`src/rtl/fftd_pkg.sv`:
```
// ----------------------------------------------------------------------------
// fftd_pkg
// Shared types and constants for the float frame tail detector.
// ----------------------------------------------------------------------------
package fftd_pkg;

    localparam int MAX_FRAME_BYTES = 8192;
    localparam int COUNT_CAP       = MAX_FRAME_BYTES + 4;
    localparam int COUNT_W         = $clog2(COUNT_CAP + 1);

    localparam logic [31:0] TAIL_WORD = 32'h7F80_0000;
    localparam logic [31:0] MAG_LIMIT = 32'h4E6E_6B28;
    localparam logic [31:0] MAG_MASK  = 32'h7FFF_FFFF;

    localparam logic [7:0] HIT_MAX = 8'hFF;

    // operation codes
    localparam logic OP_DATA    = 1'b0;
    localparam logic OP_RESTART = 1'b1;

    typedef struct packed {
        logic       operation;
        logic [7:0] byte_value;
    } item_word_t;

    typedef struct packed {
        logic       frame_valid;
        logic       frame_rejected;
        logic       detected;
        logic [7:0] hit_total;
    } result_word_t;

    typedef struct packed {
        logic [23:0]        recent_bytes;
        logic [COUNT_W-1:0] frame_byte_count;
        logic               bad_word_seen;
        logic [7:0]         hit_count;
        logic               detect_latched;
    } fftd_state_t;

endpackage

```
`src/rtl/fftd_step.sv`:
```
// ----------------------------------------------------------------------------
// fftd_step
// Per-byte next-state and result logic: tail match, word check, hit count.
// ----------------------------------------------------------------------------
module fftd_step
    import fftd_pkg::*;
(
    input  fftd_state_t  state_cur,
    input  logic [7:0]   threshold,
    input  item_word_t   item,
    output fftd_state_t  state_nxt,
    output result_word_t result
);

    logic [31:0]        word;
    logic               saturated;
    logic               tail_hit;
    logic [COUNT_W-1:0] data_len;
    logic               frame_ok;
    logic [7:0]         thr_eff;
    logic [7:0]         hit_inc;
    logic               fv;
    logic               fr;

    assign word      = {item.byte_value, state_cur.recent_bytes};
    assign saturated = (state_cur.frame_byte_count >= COUNT_W'(COUNT_CAP));
    assign tail_hit  = (state_cur.frame_byte_count >= COUNT_W'(3)) && (word == TAIL_WORD);
    assign data_len  = state_cur.frame_byte_count - COUNT_W'(3);
    assign frame_ok  = !saturated && (data_len != '0) && (data_len[1:0] == 2'b00)
                       && (data_len <= COUNT_W'(MAX_FRAME_BYTES))
                       && !state_cur.bad_word_seen;
    assign thr_eff   = (threshold == 8'd0) ? 8'd1 : threshold;
    assign hit_inc   = (state_cur.hit_count == HIT_MAX) ? state_cur.hit_count
                                                        : state_cur.hit_count + 8'd1;

    always_comb
    begin
        state_nxt = state_cur;
        fv        = 1'b0;
        fr        = 1'b0;
        if (item.operation == OP_RESTART)
        begin
            state_nxt = '0;
        end
        else if (!state_cur.detect_latched)
        begin
            if (tail_hit)
            begin
                if (frame_ok)
                begin
                    fv                  = 1'b1;
                    state_nxt.hit_count = hit_inc;
                    if (hit_inc >= thr_eff)
                    begin
                        state_nxt.detect_latched = 1'b1;
                    end
                end
                else
                begin
                    fr = 1'b1;
                end
                state_nxt.recent_bytes     = '0;
                state_nxt.frame_byte_count = '0;
                state_nxt.bad_word_seen    = 1'b0;
            end
            else
            begin
                if (!saturated)
                begin
                    // word completes when the new byte is the fourth of a group
                    if ((state_cur.frame_byte_count[1:0] == 2'b11)
                        && ((word & MAG_MASK) > MAG_LIMIT))
                    begin
                        state_nxt.bad_word_seen = 1'b1;
                    end
                    state_nxt.frame_byte_count = state_cur.frame_byte_count + COUNT_W'(1);
                end
                state_nxt.recent_bytes = {item.byte_value, state_cur.recent_bytes[23:8]};
            end
        end
    end

    assign result.frame_valid    = fv;
    assign result.frame_rejected = fr;
    assign result.detected       = state_nxt.detect_latched;
    assign result.hit_total      = state_nxt.hit_count;

endmodule

```
`src/rtl/float_frame_tail_detector.sv`:
```
// ----------------------------------------------------------------------------
// float_frame_tail_detector
// Finds little-endian float frames ended by 00 00 80 7F and latches detection.
// ----------------------------------------------------------------------------
// One byte is taken per clock cycle while item_ready is high, and each byte
// yields exactly one result word, registered into the output or skid slot.
// The per-byte update (tail compare, word magnitude check, frame length and
// hit counters) is a single pass of logic from the state registers into the
// state and result registers, so the rate is one byte per cycle unless
// stalled. The result side has a two-entry buffer (output register plus skid
// register), so item_ready drops only when both hold words that the consumer
// has not taken. A restart word clears the frame and hit state; the threshold
// register keeps its value and may be written only while no result is pending.
module float_frame_tail_detector
    import fftd_pkg::*;
(
    input  logic         clk,
    input  logic         rst_n,

    // byte input channel
    input  logic         item_valid,
    output logic         item_ready,
    input  item_word_t   item,

    // result channel
    output logic         result_valid,
    input  logic         result_ready,
    output result_word_t result,

    // threshold register write
    input  logic         cfg_we,
    input  logic [7:0]   cfg_wdata
);

    fftd_state_t  state_reg;
    fftd_state_t  state_next;
    result_word_t step_result;

    logic [7:0]   threshold_reg;

    logic         out_valid_reg;
    logic         out_valid_next;
    result_word_t out_reg;
    result_word_t out_next;
    logic         skid_valid_reg;
    logic         skid_valid_next;
    result_word_t skid_reg;
    result_word_t skid_next;

    logic         accept;
    logic         pop;

    // input stalls only when both result slots are occupied
    assign item_ready   = !skid_valid_reg;
    assign accept       = item_valid && item_ready;
    assign pop          = out_valid_reg && result_ready;
    assign result_valid = out_valid_reg;
    assign result       = out_reg;

    // per-byte update logic
    fftd_step u_step (
        .state_cur (state_reg),
        .threshold (threshold_reg),
        .item      (item),
        .state_nxt (state_next),
        .result    (step_result)
    );

    // threshold register, reset value 3
    always_ff @(posedge clk or negedge rst_n)
    begin
        if (!rst_n)
        begin
            threshold_reg <= 8'd3;
        end
        else if (cfg_we)
        begin
            threshold_reg <= cfg_wdata;
        end
    end

    // detector state advances on every accepted word
    always_ff @(posedge clk or negedge rst_n)
    begin
        if (!rst_n)
        begin
            state_reg <= '0;
        end
        else if (accept)
        begin
            state_reg <= state_next;
        end
    end

    // output register and skid slot
    always_comb
    begin
        out_valid_next  = out_valid_reg;
        out_next        = out_reg;
        skid_valid_next = skid_valid_reg;
        skid_next       = skid_reg;
        if (skid_valid_reg)
        begin
            // no accept possible here; drain skid into output on pop
            if (pop)
            begin
                out_next        = skid_reg;
                skid_valid_next = 1'b0;
            end
        end
        else if (accept)
        begin
            if (out_valid_reg && !pop)
            begin
                skid_next       = step_result;
                skid_valid_next = 1'b1;
            end
            else
            begin
                out_next       = step_result;
                out_valid_next = 1'b1;
            end
        end
        else if (pop)
        begin
            out_valid_next = 1'b0;
        end
    end

    always_ff @(posedge clk or negedge rst_n)
    begin
        if (!rst_n)
        begin
            out_valid_reg  <= 1'b0;
            skid_valid_reg <= 1'b0;
        end
        else
        begin
            out_valid_reg  <= out_valid_next;
            skid_valid_reg <= skid_valid_next;
        end
    end

    // payload slots carry no reset
    always_ff @(posedge clk)
    begin
        out_reg  <= out_next;
        skid_reg <= skid_next;
    end

    // a tail is either a hit or a reject, never both
    a_fv_fr_exclusive: assert property (@(posedge clk) disable iff (!rst_n)
        result_valid |-> !(result.frame_valid && result.frame_rejected))
        else $error("frame_valid and frame_rejected both set");

    // latched detection needs at least one counted hit
    a_latch_has_hits: assert property (@(posedge clk) disable iff (!rst_n)
        state_reg.detect_latched |-> (state_reg.hit_count != 8'd0))
        else $error("detection latched with zero hits");

    // an accepted restart clears frame and hit state
    a_restart_clears: assert property (@(posedge clk) disable iff (!rst_n)
        (accept && (item.operation == OP_RESTART)) |=>
            ((state_reg.hit_count == 8'd0) && !state_reg.detect_latched
             && (state_reg.frame_byte_count == '0) && !state_reg.bad_word_seen))
        else $error("restart did not clear state");

    // skid slot only fills while the output slot is held
    a_skid_behind_out: assert property (@(posedge clk) disable iff (!rst_n)
        skid_valid_reg |-> out_valid_reg)
        else $error("skid slot full with output slot empty");

endmodule
```
`config.mk`:
```
export PLATFORM = sky130hd
export DESIGN_NAME = float_frame_tail_detector
export DESIGN_NICKNAME = d
export VERILOG_FILES = /design/src/rtl/fftd_pkg.sv /design/src/rtl/fftd_step.sv /design/src/rtl/float_frame_tail_detector.sv
export SDC_FILE = /design/constraint.sdc
export NUM_CORES = 1
export LEC_CHECK = 0
export BUFFER_PORTS_ARGS = -buffer_cell sky130_fd_sc_hd__buf_2
export CAP_MARGIN = 20
export CORE_MARGIN = 2
export CORE_UTILIZATION = 54
export DETAILED_ROUTE_END_ITERATION = 7
export PLACE_DENSITY = 0.77
export SKIP_CTS_REPAIR_TIMING = 1
export SYNTH_ARGS = -nofsm -noshare
export SYNTH_HDL_FRONTEND = slang
export SYNTH_SLANG_ARGS = --single-unit
```
`constraint.sdc`:
```
create_clock -name clk -period 2.7 [get_ports clk]
set_input_delay 0 -clock clk [delete_from_list [all_inputs] [get_ports clk]]
set_output_delay 0 -clock clk [all_outputs]
set_load 0.05 [all_outputs]
```
==> summary.md <==
| Metric | Value |
|---|---|
| Clock Path Buffers | `2` |
| Cell Area, Placed | `0.004693 mm²` |
| CP Launch Type | `flip-flop` |
| Worst hold path class | `in -> reg` |
| Met3 Resource Use GR | `0.03662` |
| Final period util | `0.9603` |
| Remaining Overflow, GRT | `0` |
| Worst-path fanout max | `6` |
| Post-DP HPWL | `6499 µm` |
| GR peak layer | `met2` |
| Die height | `92.96 µm` |
| Skew final | `0.01692 ns` |
| Largest net degree at the start of global routing | `59` |
| Pre-CTS setup slack | `0.06106 ns` |
| CTS clk-pin slew, worst paths | `0.10 ns` |
| Max-Cap Viols | `0` |
| Multi-input logic area | `0.002013 mm²` |
| Layout area overhead | `20.35%` |
| Vias in the first global route | `3416` |
| Period minus WS final | `2.593 ns` |
| Critical path data arrival time | `2.72 ns` |
| Sink Count | `80` |
| Port Buffers | `34` |
| Unrepaired setup endpoints after global routing | `yes` |
| Setup crit end kind | `flip-flop` |
| Synth Area per Inst | `10.47 µm²` |
| Violated checks | `negative hold slack` |
| Fin nets | `515` |
| GP Congestion | `0.8716` |
| Total track usage | `0.2360` |
| Pwr per Cell Area | `785.8 mW/mm²` |
| Fill count | `607` |
| Initial antenna violation count | `0` |
| Residual DRC | `0` |
| ANT cells | `0` |
| Fmax | `0.3857 GHz` |
| Hold slack | `-0.04787 ns` |
| Static Leak | `2.164 nW` |
| Row count | `32` |
| Design area | `0.005142 mm²` |
| Peak VDD IR | `0.4824 mV` |
| DR pass1 iterations | `5` |
| Global routing usage on met2 | `0.3841` |
| Core ar. | `0.007687 mm²` |
| Final Hold Viols | `3` |
| Ratio of cells with drive above 1 in the final layout | `0.2218` |
| Clk_lat worst skew | `0.37 ns` |
| Yosys cell types | `61` |
| Synth Warn # | `0` |
| Syn nets | `441` |
| Ys async rst share | `0.7250` |
| Kind of critical path | `reg -> reg` |
| EDFF count, synth | `22` |
| Root buffer cell | `clkbuf_8` |
| Post-synthesis instance total | `408` |
| Routed Antenna Nets | `0` |
| Max reg flops | `48` |
| H-tree depth | `3` |
| Outcome | `complete, but fails checks` |
| Die W | `92.96 µm` |
| Reg area | `0.002115 mm²` |
| Slew @ Worst Pin | `0.7405 ns` |
| Inserted Clock Buffers | `9` |
| Post-synth top flop | `dfrtp_1` |
| First-pass GRT wire length | `16110 µm` |
| Worst rel slew slack | `0.5064` |
| Starting Density | `0.5558` |
| Max Slew Vio Count | `0` |
| DR iter-0 viols | `131` |
| Post-Route WL | `9679 µm` |
| Die area | `0.008641 mm²` |
| Vias per inst | `5.978` |
| Via count | `3521` |
| Final setup margin | `0.1072 ns` |
| Synth Cell Area | `0.004273 mm²` |
| I/O pins | `35` |
| Grt met1 use | `0.3165` |
| Register bit total from synthesis | `80` |
| Routed len/inst | `16.43 µm` |
| Sequential fraction of the synthesis area | `0.4949` |
| CTS tree | `built` |
| Required @ worst endpoint | `2.82 ns` |
| Final setup fails | `0` |
-- report_power, final --
part / total [W] / switching [W] / internal [W]
combinational: 0.00127 / 0.000815 / 0.000456
sequential: 0.00183 / 0.000284 / 0.00154
clock: 0.000941 / 0.000496 / 0.000445
-- per-layer routing --
metal	share of wire	wire, µm
met3	0.041	399
met1	0.44	4231
met5	0	0
met2	0.50	4874
met4	0.018	173
-- worst max-delay path, cell delays in order, from the launching register on --
cell and delay (ns):
dfrtp_1 0.39, ha_1 0.22, nand4_1 0.23, buf_4 0.18
nand4_1 0.14, xnor2_1 0.17, ha_1 0.21, a2111oi_2 0.35
a21oi_1 0.13, a21oi_2 0.21, o21ai_0 0.13
-- cells in the mapped netlist, types with 2 or more instances --
master	count	area, µm²
a2111oi_0	3	26.28
a211oi_1	2	15.01
a21o_1	3	22.52
a21oi_1	12	60.06
a22o_1	24	210.2
a22oi_1	3	22.52
a2bb2oi_1	4	35.03
a31oi_1	2	12.51
a41o_1	3	30.03
and3_1	10	62.56
and4_1	2	17.52
buf_2	3	15.01
clkbuf_1	17	63.81
dfrtp_1	56	1401
dfstp_2	2	52.55
edfxtp_1	22	660.6
ha_1	11	137.6
inv_1	18	67.56
mux2_2	3	33.78
mux2i_1	7	70.07
nand2_1	46	172.7
nand2b_1	2	12.51
nand3_1	9	45.04
nand4_1	10	62.56
nor2_1	25	93.84
nor2b_1	2	12.51
nor3_1	6	30.03
nor4_1	6	37.54
nor4_2	3	37.54
nor4_4	5	106.4
o2111ai_1	2	17.52
o21ai_0	24	120.1
o21ai_1	16	80.08
o2bb2ai_1	2	17.52
o31ai_1	8	60.06
or2_2	2	12.51
xnor2_1	9	78.83
-- cell usage in the layout, fill, tap and decap left out, drive strengths merged, types with 3 or more instances in the layout --
| cell type | n |
|---|---|
| nand2 | 46 |
| a2111oi | 3 |
| and3 | 10 |
| o2111ai | 3 |
| buf | 66 |
| mux2i | 7 |
| dfrtp | 56 |
| o31ai | 8 |
| a22oi | 3 |
| o21ai | 40 |
| dlygate4sd3 | 19 |
| inv | 23 |
| a21o | 3 |
| nor4 | 14 |
| a41o | 4 |
| nor3 | 7 |
| a21oi | 13 |
| xnor2 | 9 |
| nand3 | 10 |
| edfxtp | 22 |
| clkbuf | 9 |
| nand4 | 10 |
| mux2 | 4 |
| a22o | 24 |
| nor2 | 25 |
| a2bb2oi | 4 |
| ha | 11 |
-- logic make-up (layout without fill, tap and decap cells) --
| logic type | count (synthesis) | count (layout) | synth area share |
|---|---|---|---|
| multiplexers | 11 | 11 | 0.02782 |
| AND/OR/NAND/NOR | 139 | 139 | 0.1924 |
| XOR/XNOR | 9 | 9 | 0.01845 |
| adder cells (fa/ha/maj) | 11 | 11 | 0.03221 |
| AO/OA/AOI/OAI | 118 | 118 | 0.1965 |
| buffers and inverters | 40 | 119 | 0.03777 |
| flip-flops | 80 | 80 | 0.4949 |
-- area by class of cell --
cell class,instances,share of cell area
sequential,80,0.4112
tap,102,0.02482
multi-input combinational,288,0.3915
timing repair buffer,85,0.1192
clock buffer,9,0.02409
inverter,18,0.01314
clock inverter,7,0.01606
-- metrics by stage --
stage               std cells    util  power [W]  hold WS, ns    TNS, ns
CTS                       566  0.6374   0.004003      -0.1922          0
global route              589  0.6689   0.004264     0.004419   -0.06546
global placement          550  0.6105   0.003018       0.1885          0
detailed placement        550  0.6105   0.003066       0.1965          0
floorplan                 408       -   0.002703      -0.2956  -0.006145
finish                    589  0.6689   0.004041     -0.04787          0
-- worst paths after layout --
check / to / cells past startpoint / slack (ns) / from
setup / recovery: result[8] / 10 / 0.11 / state_reg[1]
min in group asynchronous: state_reg[8] / 3 / 0.31 / rst_n
max in group asynchronous: state_reg[46] / 3 / 1.90 / rst_n
setup reg to reg: result[8] / 10 / 0.11 / state_reg[1]
hold / removal: threshold_reg[1] / 3 / -0.05 / cfg_we
hold reg to reg: state_reg[26] / 1 / 0.52 / state_reg[26]
Note: power is estimated with default switching activity, not from simulation.
